## config.mk

```make
export PLATFORM = sky130hd
export DESIGN_NAME = inverted_page_table
export DESIGN_NICKNAME = d
export VERILOG_FILES = /design/src/rtl/core/ipt_pkg.sv /design/src/rtl/core/ipt_cell.sv /design/src/rtl/core/ipt_encode.sv /design/src/rtl/core/inverted_page_table.sv
export SDC_FILE = /design/constraint.sdc
export NUM_CORES = 2
export LEC_CHECK = 0
export BUFFER_PORTS_ARGS = -buffer_cell sky130_fd_sc_hd__buf_2
export CELL_PAD_IN_SITES_DETAIL_PLACEMENT = 0
export CELL_PAD_IN_SITES_GLOBAL_PLACEMENT = 2
export CORE_MARGIN = 2
export CORE_UTILIZATION = 35
export DETAILED_ROUTE_END_ITERATION = 8
export PLACE_DENSITY = 0.66
export SLEW_MARGIN = 20
export SYNTH_ARGS = -nofsm -noshare
export SYNTH_HDL_FRONTEND = slang
export SYNTH_SLANG_ARGS = --single-unit
```

## constraint.sdc

```tcl
create_clock -name clk_i -period 6.3 [get_ports clk_i]
set_input_delay 0 -clock clk_i [delete_from_list [all_inputs] [get_ports clk_i]]
set_output_delay 0 -clock clk_i [all_outputs]
set_load 0.03 [all_outputs]
```

## src/rtl/core/ipt_pkg.sv

```systemverilog
// Shared types and constants for the inverted page table.
// No dependencies; imported by every module of the block.
package ipt_pkg;

  localparam int unsigned PID_W    = 8;
  localparam int unsigned VPN_W    = 8;
  localparam int unsigned FRAME_W  = 7;
  localparam int unsigned VA_W     = 32;
  localparam int unsigned PA_W     = 18;
  localparam int unsigned HF_W     = 6;
  localparam int unsigned STATUS_W = 2;
  localparam int unsigned CMD_W    = 2;

  typedef enum logic [CMD_W-1:0] {
    CMD_INSERT     = 2'd0,
    CMD_INVALIDATE = 2'd1,
    CMD_TRANSLATE  = 2'd2
  } cmd_e;

  typedef enum logic [STATUS_W-1:0] {
    ST_OK          = 2'd0,
    ST_MISS        = 2'd1,
    ST_ADDR_RANGE  = 2'd2,
    ST_FRAME_RANGE = 2'd3
  } status_e;

  // Search key broadcast to every cell.
  typedef struct packed {
    logic             ok;
    logic [PID_W-1:0] pid;
    logic [VPN_W-1:0] page;
  } key_t;

  // Table update broadcast to every cell.
  typedef struct packed {
    logic               insert;
    logic               inval;
    logic [FRAME_W-1:0] frame;
  } upd_t;

endpackage

```

## src/rtl/core/ipt_cell.sv

```systemverilog
// One slot of the inverted page table: pid, page and valid mark of one frame.
// Depends on ipt_pkg.
module ipt_cell import ipt_pkg::*; #(
  parameter int unsigned CELL_IDX = 0
) (
  input  logic clk_i,
  input  logic rst_ni,
  input  key_t key_i,
  input  logic search_i,
  input  upd_t upd_i,
  output logic match_o
);

  logic             valid_q, valid_d;
  logic             match_q;
  logic [PID_W-1:0] pid_q;
  logic [VPN_W-1:0] page_q;
  logic             tgt;

  assign tgt = (32'(upd_i.frame) == 32'(CELL_IDX));

  always_comb begin
    valid_d = valid_q;
    if (upd_i.insert && tgt) begin
      valid_d = 1'b1;
    end else if ((upd_i.insert || upd_i.inval) && match_q) begin
      valid_d = 1'b0;
    end
  end

  always_ff @(posedge clk_i or negedge rst_ni) begin
    if (!rst_ni) begin
      valid_q <= 1'b0;
      match_q <= 1'b0;
    end else begin
      valid_q <= valid_d;
      if (search_i) begin
        match_q <= valid_q && key_i.ok && (pid_q == key_i.pid) && (page_q == key_i.page);
      end
    end
  end

  // Slot contents only matter while valid.
  always_ff @(posedge clk_i) begin
    if (upd_i.insert && tgt) begin
      pid_q  <= key_i.pid;
      page_q <= key_i.page;
    end
  end

  assign match_o = match_q;

endmodule

```

## src/rtl/core/ipt_encode.sv

```systemverilog
// Turns the row of cell match bits into the matching frame index.
// Depends on ipt_pkg; at most one cell matches at a time.
module ipt_encode import ipt_pkg::*; #(
  parameter int unsigned SLOT_COUNT = 64,
  localparam int unsigned IDX_W = $clog2(SLOT_COUNT)
) (
  input  logic [SLOT_COUNT-1:0] match_i,
  output logic [IDX_W-1:0]      idx_o,
  output logic                  any_o
);

  always_comb begin
    idx_o = '0;
    for (int unsigned i = 0; i < SLOT_COUNT; i++) begin
      if (match_i[i]) begin
        idx_o = idx_o | IDX_W'(i);
      end
    end
  end

  assign any_o = |match_i;

endmodule

```

## src/rtl/core/inverted_page_table.sv

```systemverilog
// Top level of the inverted page table: command intake, control sequence,
// row of slot cells and the result register. Depends on ipt_pkg, ipt_cell, ipt_encode.
//
//  channel | direction | handshake                 | payload
//  --------+-----------+---------------------------+------------------------------
//  in      | sink      | in_valid_i / in_ready_o   | command, pid, vpn, frame, vaddr
//  out     | source    | out_valid_o / out_ready_i | status, physical_address, hit_frame
//
// Sequence: one item at a time, in the steps intake, search, update and result;
// the cell row is compared once per item.
// Reset: all slot valid marks clear at once; the block takes a beat in the first
// cycle after reset.
// Stalls: the result step holds while an earlier result beat waits in the output
// register; the next beat is taken in the cycle after the result loads, so a
// stalled receiver adds its wait to the time for each item.
module inverted_page_table import ipt_pkg::*; #(
  parameter int unsigned       SLOT_COUNT          = 64,
  parameter int unsigned       PAGE_BYTES          = 4096,
  parameter longint unsigned   VIRTUAL_SPACE_BYTES = 1048576
) (
  input  logic                clk_i,
  input  logic                rst_ni,
  input  logic                in_valid_i,
  output logic                in_ready_o,
  input  logic [CMD_W-1:0]    command_i,
  input  logic [PID_W-1:0]    pid_i,
  input  logic [VPN_W-1:0]    vpn_i,
  input  logic [FRAME_W-1:0]  frame_i,
  input  logic [VA_W-1:0]     vaddr_i,
  output logic                out_valid_o,
  input  logic                out_ready_i,
  output logic [STATUS_W-1:0] status_o,
  output logic [PA_W-1:0]     physical_address_o,
  output logic [HF_W-1:0]     hit_frame_o
);

  localparam int unsigned IDX_W = $clog2(SLOT_COUNT);
  localparam int unsigned OFF_W = $clog2(PAGE_BYTES);

  typedef enum logic [1:0] {
    S_IDLE,
    S_SEARCH,
    S_APPLY,
    S_RESULT
  } state_e;

  state_e state_q;

  // Captured beat, decoded at intake.
  cmd_e               cmd_q;
  logic [FRAME_W-1:0] frame_q;
  logic [OFF_W-1:0]   off_q;
  logic               addr_bad_q;
  logic               frame_bad_q;
  key_t               key_q, key_d;

  logic                  in_fire;
  logic [VA_W-1:0]       page_full;
  logic                  addr_bad_d;
  cmd_e                  cmd_in;

  logic [SLOT_COUNT-1:0] match;
  logic [IDX_W-1:0]      enc_idx;
  logic                  enc_any;
  logic [IDX_W-1:0]      idx_q;
  logic                  any_q;

  upd_t                  upd;
  logic                  search;

  logic                  out_valid_q;
  logic [STATUS_W-1:0]   status_q;
  logic [PA_W-1:0]       phys_q;
  logic [HF_W-1:0]       hit_q;

  status_e               res_status;
  logic [PA_W-1:0]       res_phys;
  logic [HF_W-1:0]       res_hit;
  logic [31:0]           phys_full;
  logic [31:0]           idx_ext;
  logic                  out_free;

  assign in_ready_o = (state_q == S_IDLE);
  assign in_fire    = in_valid_i && in_ready_o;
  assign out_free   = !out_valid_q || out_ready_i;
  assign cmd_in     = cmd_e'(command_i);

  // Split the address into page and offset; a page beyond the 8-bit field never matches.
  assign page_full  = vaddr_i / PAGE_BYTES;
  assign addr_bad_d = (64'(vaddr_i) >= VIRTUAL_SPACE_BYTES);

  always_comb begin
    key_d.pid = pid_i;
    if (cmd_in == CMD_TRANSLATE) begin
      key_d.page = page_full[VPN_W-1:0];
      key_d.ok   = !addr_bad_d && (page_full < (VA_W'(1) << VPN_W));
    end else begin
      key_d.page = vpn_i;
      key_d.ok   = 1'b1;
    end
  end

  // Capture the beat; contents are only used while the sequence runs.
  always_ff @(posedge clk_i) begin
    if (in_fire) begin
      cmd_q       <= cmd_in;
      frame_q     <= frame_i;
      off_q       <= OFF_W'(vaddr_i % PAGE_BYTES);
      addr_bad_q  <= addr_bad_d;
      frame_bad_q <= (32'(frame_i) >= 32'(SLOT_COUNT));
      key_q       <= key_d;
    end
  end

  // Compare all cells in the search step, apply the table update in the next.
  assign search      = (state_q == S_SEARCH);
  assign upd.insert  = (state_q == S_APPLY) && (cmd_q == CMD_INSERT) && !frame_bad_q;
  assign upd.inval   = (state_q == S_APPLY) && (cmd_q == CMD_INVALIDATE);
  assign upd.frame   = frame_q;

  for (genvar g = 0; g < SLOT_COUNT; g++) begin : g_cell
    ipt_cell #(
      .CELL_IDX(g)
    ) u_cell (
      .clk_i   (clk_i),
      .rst_ni  (rst_ni),
      .key_i   (key_q),
      .search_i(search),
      .upd_i   (upd),
      .match_o (match[g])
    );
  end

  ipt_encode #(
    .SLOT_COUNT(SLOT_COUNT)
  ) u_encode (
    .match_i(match),
    .idx_o  (enc_idx),
    .any_o  (enc_any)
  );

  always_ff @(posedge clk_i) begin
    if (state_q == S_APPLY) begin
      idx_q <= enc_idx;
      any_q <= enc_any;
    end
  end

  // Result formatting from the registered hit.
  assign idx_ext   = 32'(idx_q);
  assign phys_full = idx_ext * PAGE_BYTES + 32'(off_q);

  always_comb begin
    res_status = ST_OK;
    res_phys   = '0;
    res_hit    = '0;
    case (cmd_q)
      CMD_INSERT: begin
        if (frame_bad_q) res_status = ST_FRAME_RANGE;
      end
      CMD_INVALIDATE: begin
        if (any_q) res_hit = idx_ext[HF_W-1:0];
      end
      CMD_TRANSLATE: begin
        if (addr_bad_q) begin
          res_status = ST_ADDR_RANGE;
        end else if (!any_q) begin
          res_status = ST_MISS;
        end else begin
          res_hit  = idx_ext[HF_W-1:0];
          res_phys = phys_full[PA_W-1:0];
        end
      end
      default: begin
        res_status = ST_OK;
      end
    endcase
  end

  // Sequence control and the output register.
  always_ff @(posedge clk_i or negedge rst_ni) begin
    if (!rst_ni) begin
      state_q     <= S_IDLE;
      out_valid_q <= 1'b0;
      status_q    <= '0;
      phys_q      <= '0;
      hit_q       <= '0;
    end else begin
      case (state_q)
        S_IDLE: begin
          if (in_fire) state_q <= S_SEARCH;
        end
        S_SEARCH: begin
          state_q <= S_APPLY;
        end
        S_APPLY: begin
          state_q <= S_RESULT;
        end
        S_RESULT: begin
          // Hold until the previous result beat has left.
          if (out_free) begin
            status_q    <= res_status;
            phys_q      <= res_phys;
            hit_q       <= res_hit;
            state_q     <= S_IDLE;
          end
        end
        default: begin
          state_q <= S_IDLE;
        end
      endcase
      // Raise valid when a result loads, drop it once the beat is taken.
      if ((state_q == S_RESULT) && out_free) begin
        out_valid_q <= 1'b1;
      end else if (out_ready_i) begin
        out_valid_q <= 1'b0;
      end
    end
  end

  assign out_valid_o        = out_valid_q;
  assign status_o           = status_q;
  assign physical_address_o = phys_q;
  assign hit_frame_o        = hit_q;

  // A pair lives in at most one valid slot.
  a_single_match: assert property (@(posedge clk_i) disable iff (!rst_ni)
    $onehot0(match))
    else $error("more than one slot matched the search key");

  // A new result beat appears only from the result step.
  a_result_source: assert property (@(posedge clk_i) disable iff (!rst_ni)
    $rose(out_valid_o) |-> $past(state_q == S_RESULT))
    else $error("result beat raised outside the result step");

  // Only one item is in flight.
  a_one_in_flight: assert property (@(posedge clk_i) disable iff (!rst_ni)
    in_valid_i && in_ready_o |=> !in_ready_o)
    else $error("second beat taken while an item is in flight");

endmodule
```

---- Word level (Yosys, flattened, before mapping) ----
Index checks and enable logic that the tools add are counted.
word-level totals
  bits in registers ....................... 1228
  input bits .............................. 61
  output and inout bits ................... 28
  word-level logic and storage cells ...... 1171
operators by class
  $add $sub $neg .......................... 1
  $lt $le $gt $ge ......................... 3
  equal/unequal tests ..................... 199
  multiplexer cells ....................... 285
  reductions and logical operators ........ 407
operators by type and width
  kind                    count
  $eq A8 B8 Y1            128
  $logic_and A1 B1 Y1     326
  $eq A7 B6 Y1 const B    32
  $mux W1                 201
  $mux W18                8
  $reduce_bool A2 Y1      65
  $eq A7 B5 Y1 const B    16
  $mux W5                 16
  $mux W4                 16
  $reduce_or A64 Y1       1
  $eq A7 B4 Y1 const B    8
  $mux W6                 8
  $mux W2                 20
  $mux W3                 12
  $ge A32 B21 Y1 const B  1
  $reduce_or A32 Y1       1
  $eq A7 B3 Y1 const B    4
  $lt A20 B9 Y1 const B   1
  $add A18 B12 Y18        1
  $reduce_or A16 Y1       1
  $eq A7 B2 Y1 const B    2
  $pmux W6 S2             1
  $eq A2 B2 Y1 const B    4
  $mux W8                 1
  15 further kinds        21

---- Logic depth before layout (Yosys ltp) ----
  depth in word-level cells ............... 57
  gate-level depth with buffers ........... 8
  gate-level depth less buffers ........... 6

---- Modules after synthesis ----
A second synthesis with hierarchy kept.
unflattened totals
  cell total of the unflattened synthesis .. 3240
  area total of the unflattened synthesis .. 51832.2 um^2
by module, submodules not included
  module                             times used  cells an instance  area an instance (um^2)  sequential area each (um^2)
  ipt_cell at g_cell[10].u_cell ...  24          47                 760.7                    530.5
  ipt_cell at g_cell[11].u_cell ...  18          47                 758.2                    530.5
  ipt_cell at g_cell[21].u_cell ...  8           47                 763.2                    530.5
  ipt_cell at g_cell[16].u_cell ...  6           47                 759.5                    530.5
  ipt_cell at g_cell[0].u_cell ...   4           47                 757.0                    530.5
  ipt_cell at g_cell[15].u_cell ...  4           47                 755.7                    530.5
  inverted_page_table                1           174                2861.5                   2137.0
  ipt_encode                         1           58                 351.6                    0.0

---- Least setup slack after synthesis ----
Ideal clock, no wire load.
  path type ............................... reg-to-reg
  from .................................... reg state_q[0]
  to ...................................... reg g_cell[29].u_cell.page_q[0], enable pin
  library setup time ...................... 0.388 ns
  arrival time ............................ 2.325 ns
  required time ........................... 5.912 ns
  path slack .............................. 3.587 ns
  stages on the path, launching flop included .. 7
  path buffers ............................ 0
  period minus slack after synthesis ...... 2.713 ns
  cells stage by stage .................... dfrtp_1 inv_1 ha_1 nand2_1 nor4b_4 nand3_1 nor2_1
on the way
  word-level cells in the longest chain between the ends .. 4
ends and longest elaborated chain
  element                            RTL line                    text
  start: declaration                 inverted_page_table.sv:47   state_e state_q;
  start signal: assignment           inverted_page_table.sv:183  state_q <= S_IDLE;
  start signal: assignment           inverted_page_table.sv:191  if (in_fire) state_q <= S_SEARCH;
  start signal: assignment           inverted_page_table.sv:194  state_q <= S_APPLY;
  $eq A2 B2 Y1                       inverted_page_table.sv:117  assign upd.insert = (state_q == S_APPLY) && (cmd_q == CMD_INSERT) && !frame_bad_q;
  $logic_and A1 B1 Y1 (2 in series)  inverted_page_table.sv:117
  $logic_and A1 B1 Y1                ipt_cell.sv:45              if (upd_i.insert && tgt) begin
  end signal: assignment             ipt_cell.sv:47              page_q <= key_i.page;
  end: declaration                   ipt_cell.sv:17              logic [VPN_W-1:0] page_q;
Every way passes these cells.
A chain may end at the register's enable or synchronous reset.

---- Worst setup path in the final report ----
  from .................................... reg state_q[0]
  to ...................................... reg g_cell[60].u_cell.pid_q[6], enable pin
on the way
  word-level cells in the longest chain between the ends .. 4
ends and longest elaborated chain
  element                            RTL line                    text
  $eq A2 B2 Y1                       inverted_page_table.sv:117
  $logic_and A1 B1 Y1 (2 in series)  inverted_page_table.sv:117
  $logic_and A1 B1 Y1                ipt_cell.sv:45
  end signal: assignment             ipt_cell.sv:46              pid_q <= key_i.pid;
  end: declaration                   ipt_cell.sv:16              logic [PID_W-1:0] pid_q;
Every way passes these cells.

==> out/summary.txt <==
status: complete, no violations
routed via count: 26.6k
number of enable flip-flop cells after synthesis: 1071
register area share after synthesis: 70.4%
setup violators final: 0
post_cts resized: 0
worst min-delay path class: input port to flop
area occupied by multi-input gates: 0.0139 mm^2
Starting Density: 35.2%
Reg power frac: 47.7%
mapped cell area: 0.0513 mm^2
DRC: 0
Fillers: 13.2k
Worst slew margin: 31.5%
syn avg cell area: 15.6 um^2
Max clock buf depth: 3
worst skew pair latency: 0.75 ns
final hold vios: 0
CTS root buffer: clkbuf_16
Post-Syn Nets: 3355
grt met3 use: 2.73%
layout cells sized above 1: 11.4%
CP required: 6.68 ns
met2 GRT Util: 26.5%
Worst R2R Path Depth: 6
H-tree depth: 4
vias per cell: 4.81
WL/cell: 22.2 um
initial antenna violation count: 3
most used routing layer: met2
nets@finish: 3576
Max Fanout on Critical Path: 16
unrepaired setup endpoints after global routing: false
max-cap violations: 0
dpl hpwl: 65300 um
RD Place Congestion: 0.769
YS warnings: 0
hold depth: 2
Comb pwr share: 13.4%
Post-synth ARST share: 12.8%
largest net degree at the start of global routing: 104
peak supply drop: 280 uV
Final Critical Period: 3.63 ns
pwr/cell area: 332 mW/mm^2
remaining global-route overflow: 0
CTS tree: done
switching share of total power: 26.2%
max-slew violations: 0
final core occ: 40.5%
Netlist cell types: 39
CTS Buf Count: 136
Die Span Y: 387 um
total track usage: 16.6%
number of global-route vias before repair: 27.1k
Die W: 387 um
DP Area: 0.0538 mm^2
Core Region: 0.146 mm^2
clock power share: 39.0%
Setup TNS: 0 ns
Clk pin slew, worst setup/hold paths: 0.06 ns
Tcrit/Tclk final: 57.6%
Final Cell Area: 0.0589 mm^2
IO buf count: 88
CP Launch Type: flop
sequential cell area: 0.0361 mm^2
met1 Use GR: 23.4%
num rows: 140
Int Pwr: 14.4 mW
I/O Pins: 89
final wirelength: 123000 um
Yosys reg bits: 1228
Least-Margin Pin Slew: 1.03 ns
ys flop type: edfxtp_1
fmax: 276 MHz
first-pass GRT wire length: 184000 um
Crit. End Element: flop
die area: 0.150 mm^2
leak pwr: 20.2 nW
Syn Inst Count: 3287
WS Path Type: flop to flop
arrival time of the worst setup path: 4.01 ns
Clock Sinks: 1228
sw power: 5.12 mW
Area growth syn-to-layout: 14.9%
remaining antenna violation count after routing: 0
1st-pass router iterations: 7
Clock Skews: 0.0184 ns
DRT iter0 DRCs: 1736
critical path, stage by stage, from the launching register on:
cell and delay [ns]:
dfrtp_1 0.43, inv_1 0.11, ha_1 0.54, nand2_1 0.30, nor4_2 0.46, nand3_1 0.58
nor2_2 0.82
final timing paths:
kind | slack (ns) | from | end
max in group asynchronous | 4.98 | rst_ni | g_cell[7].u_cell.valid_q
worst max register to register | 2.67 | state_q[0] | g_cell[60].u_cell.pid_q[6]
worst min-delay path | 0.04 | frame_i[0] | frame_q[0]
min in group asynchronous | 0.51 | rst_ni | g_cell[36].u_cell.match_o
worst max-delay path | 2.67 | state_q[0] | g_cell[60].u_cell.pid_q[6]
worst min register to register | 0.46 | off_q[1] | physical_address_o[1]
cells in the final DEF, fill, tap and decap left out, types with 69 or more instances in the layout:
cell type and n:
edfxtp_1 1071, xor2_1 960, nor4_1 217, dfrtp_1 157, clkbuf_16 141, nand2_1 106
buf_2 87, nand4_1 77, dlygate4sd3_1 75, nand3_1 72, inv_1 71, nor3_1 69
cell type report:
cell class              instances  share of cell area, %
multi-input cells            1833                   23.6
diodes                          1                0.00425
flip-flops and latches       1228                   61.3
well taps                    1917                   4.07
clock inverters                45                  0.644
clock buffers                 207                   6.67
inverters                      71                  0.453
repair buffers                238                   3.32
flip-flops by register name (all words and copies together), names as in the netlist, 2 cells and up:
register	count
g_cell.u_cell.match_o	64
off_q	12
state_q	2
g_cell.u_cell.page_q	512
physical_address_o	18
idx_q	6
frame_q	7
cmd_q	2
hit_frame_o	6
g_cell.u_cell.pid_q	512
status_o	2
g_cell.u_cell.valid_q	64
key_q	17
cells in the mapped netlist (2+ instances only):
| master | number | area, um^2 |
|---|---|---|
| buf_4 | 19 | 143 |
| nor4b_4 | 2 | 47.6 |
| mux2_2 | 9 | 101 |
| nand2_1 | 107 | 402 |
| a21oi_1 | 2 | 10.0 |
| and2_1 | 2 | 12.5 |
| buf_1 | 4 | 15.0 |
| a22o_1 | 12 | 105 |
| nor4_1 | 217 | 1360 |
| buf_6 | 61 | 687 |
| nor3_1 | 69 | 345 |
| xnor2_1 | 64 | 561 |
| clkbuf_1 | 27 | 101 |
| nand4_1 | 77 | 482 |
| xor2_1 | 960 | 8410 |
| inv_1 | 71 | 267 |
| o2bb2ai_1 | 64 | 561 |
| buf_2 | 43 | 215 |
| o31ai_1 | 6 | 45.0 |
| o22ai_1 | 64 | 400 |
| edfxtp_1 | 1071 | 32200 |
| nor2b_1 | 4 | 25.0 |
| dfrtp_1 | 157 | 3930 |
| ha_1 | 7 | 87.6 |
| nand2b_1 | 3 | 18.8 |
| o21ai_0 | 8 | 40.0 |
| nand3_1 | 72 | 360 |
| nor2_1 | 74 | 278 |
repair_timing:
action                     4_1_cts  5_1_grt
setup endpoints to repair        0        0
setup buffers                    0        0
hold buffers                    76        0
hold endpoints to repair       125        0
per-stage QoR:
| step | std cells | hold slack, ns | power [mW] | setup slack (ns) |
|---|---|---|---|---|
| 2_1_floorplan | 3287 | -0.296 | 11.2 | 3.59 |
| 3_3_place_gp | 5211 | 0.101 | 12.1 | 2.41 |
| 3_5_place_dp | 5211 | 0.121 | 12.1 | 2.33 |
| 4_1_cts | 5539 | 0.00322 | 19.8 | 2.32 |
| 5_1_grt | 5540 | 0.0148 | 20.3 | 2.37 |
| 6_report | 5540 | 0.0430 | 19.6 | 2.67 |
logic make-up after synthesis:
logic type,after synthesis,share of synthesized area (%)
buffers and inverters,226,2.79
flip-flops,1228,70.4
XOR/XNOR,1024,17.5
multiplexers,9,0.198
AO/OA/AOI/OAI,159,2.31
adder cells (fa/ha/maj),7,0.171
AND/OR/NAND/NOR,634,6.62
power groups by stage:
stage	Sequential, mW	Combinational [mW]	Clock [mW]
floorplan	9.63	1.54	0
global placement	9.49	2.62	0
detailed placement	9.49	2.64	0
CTS	9.32	2.68	7.82
global route	9.34	2.86	8.15
finish	9.32	2.61	7.62
metal layers:
metal | vias up | routed length [um]
li1 | 12400 | -
met1 | 13600 | 59100
met2 | 490 | 56800
met3 | 168 | 4520
met4 | 2 | 2690
met5 | - | 13
No activity file was read; power rests on OpenSTA's default activity.
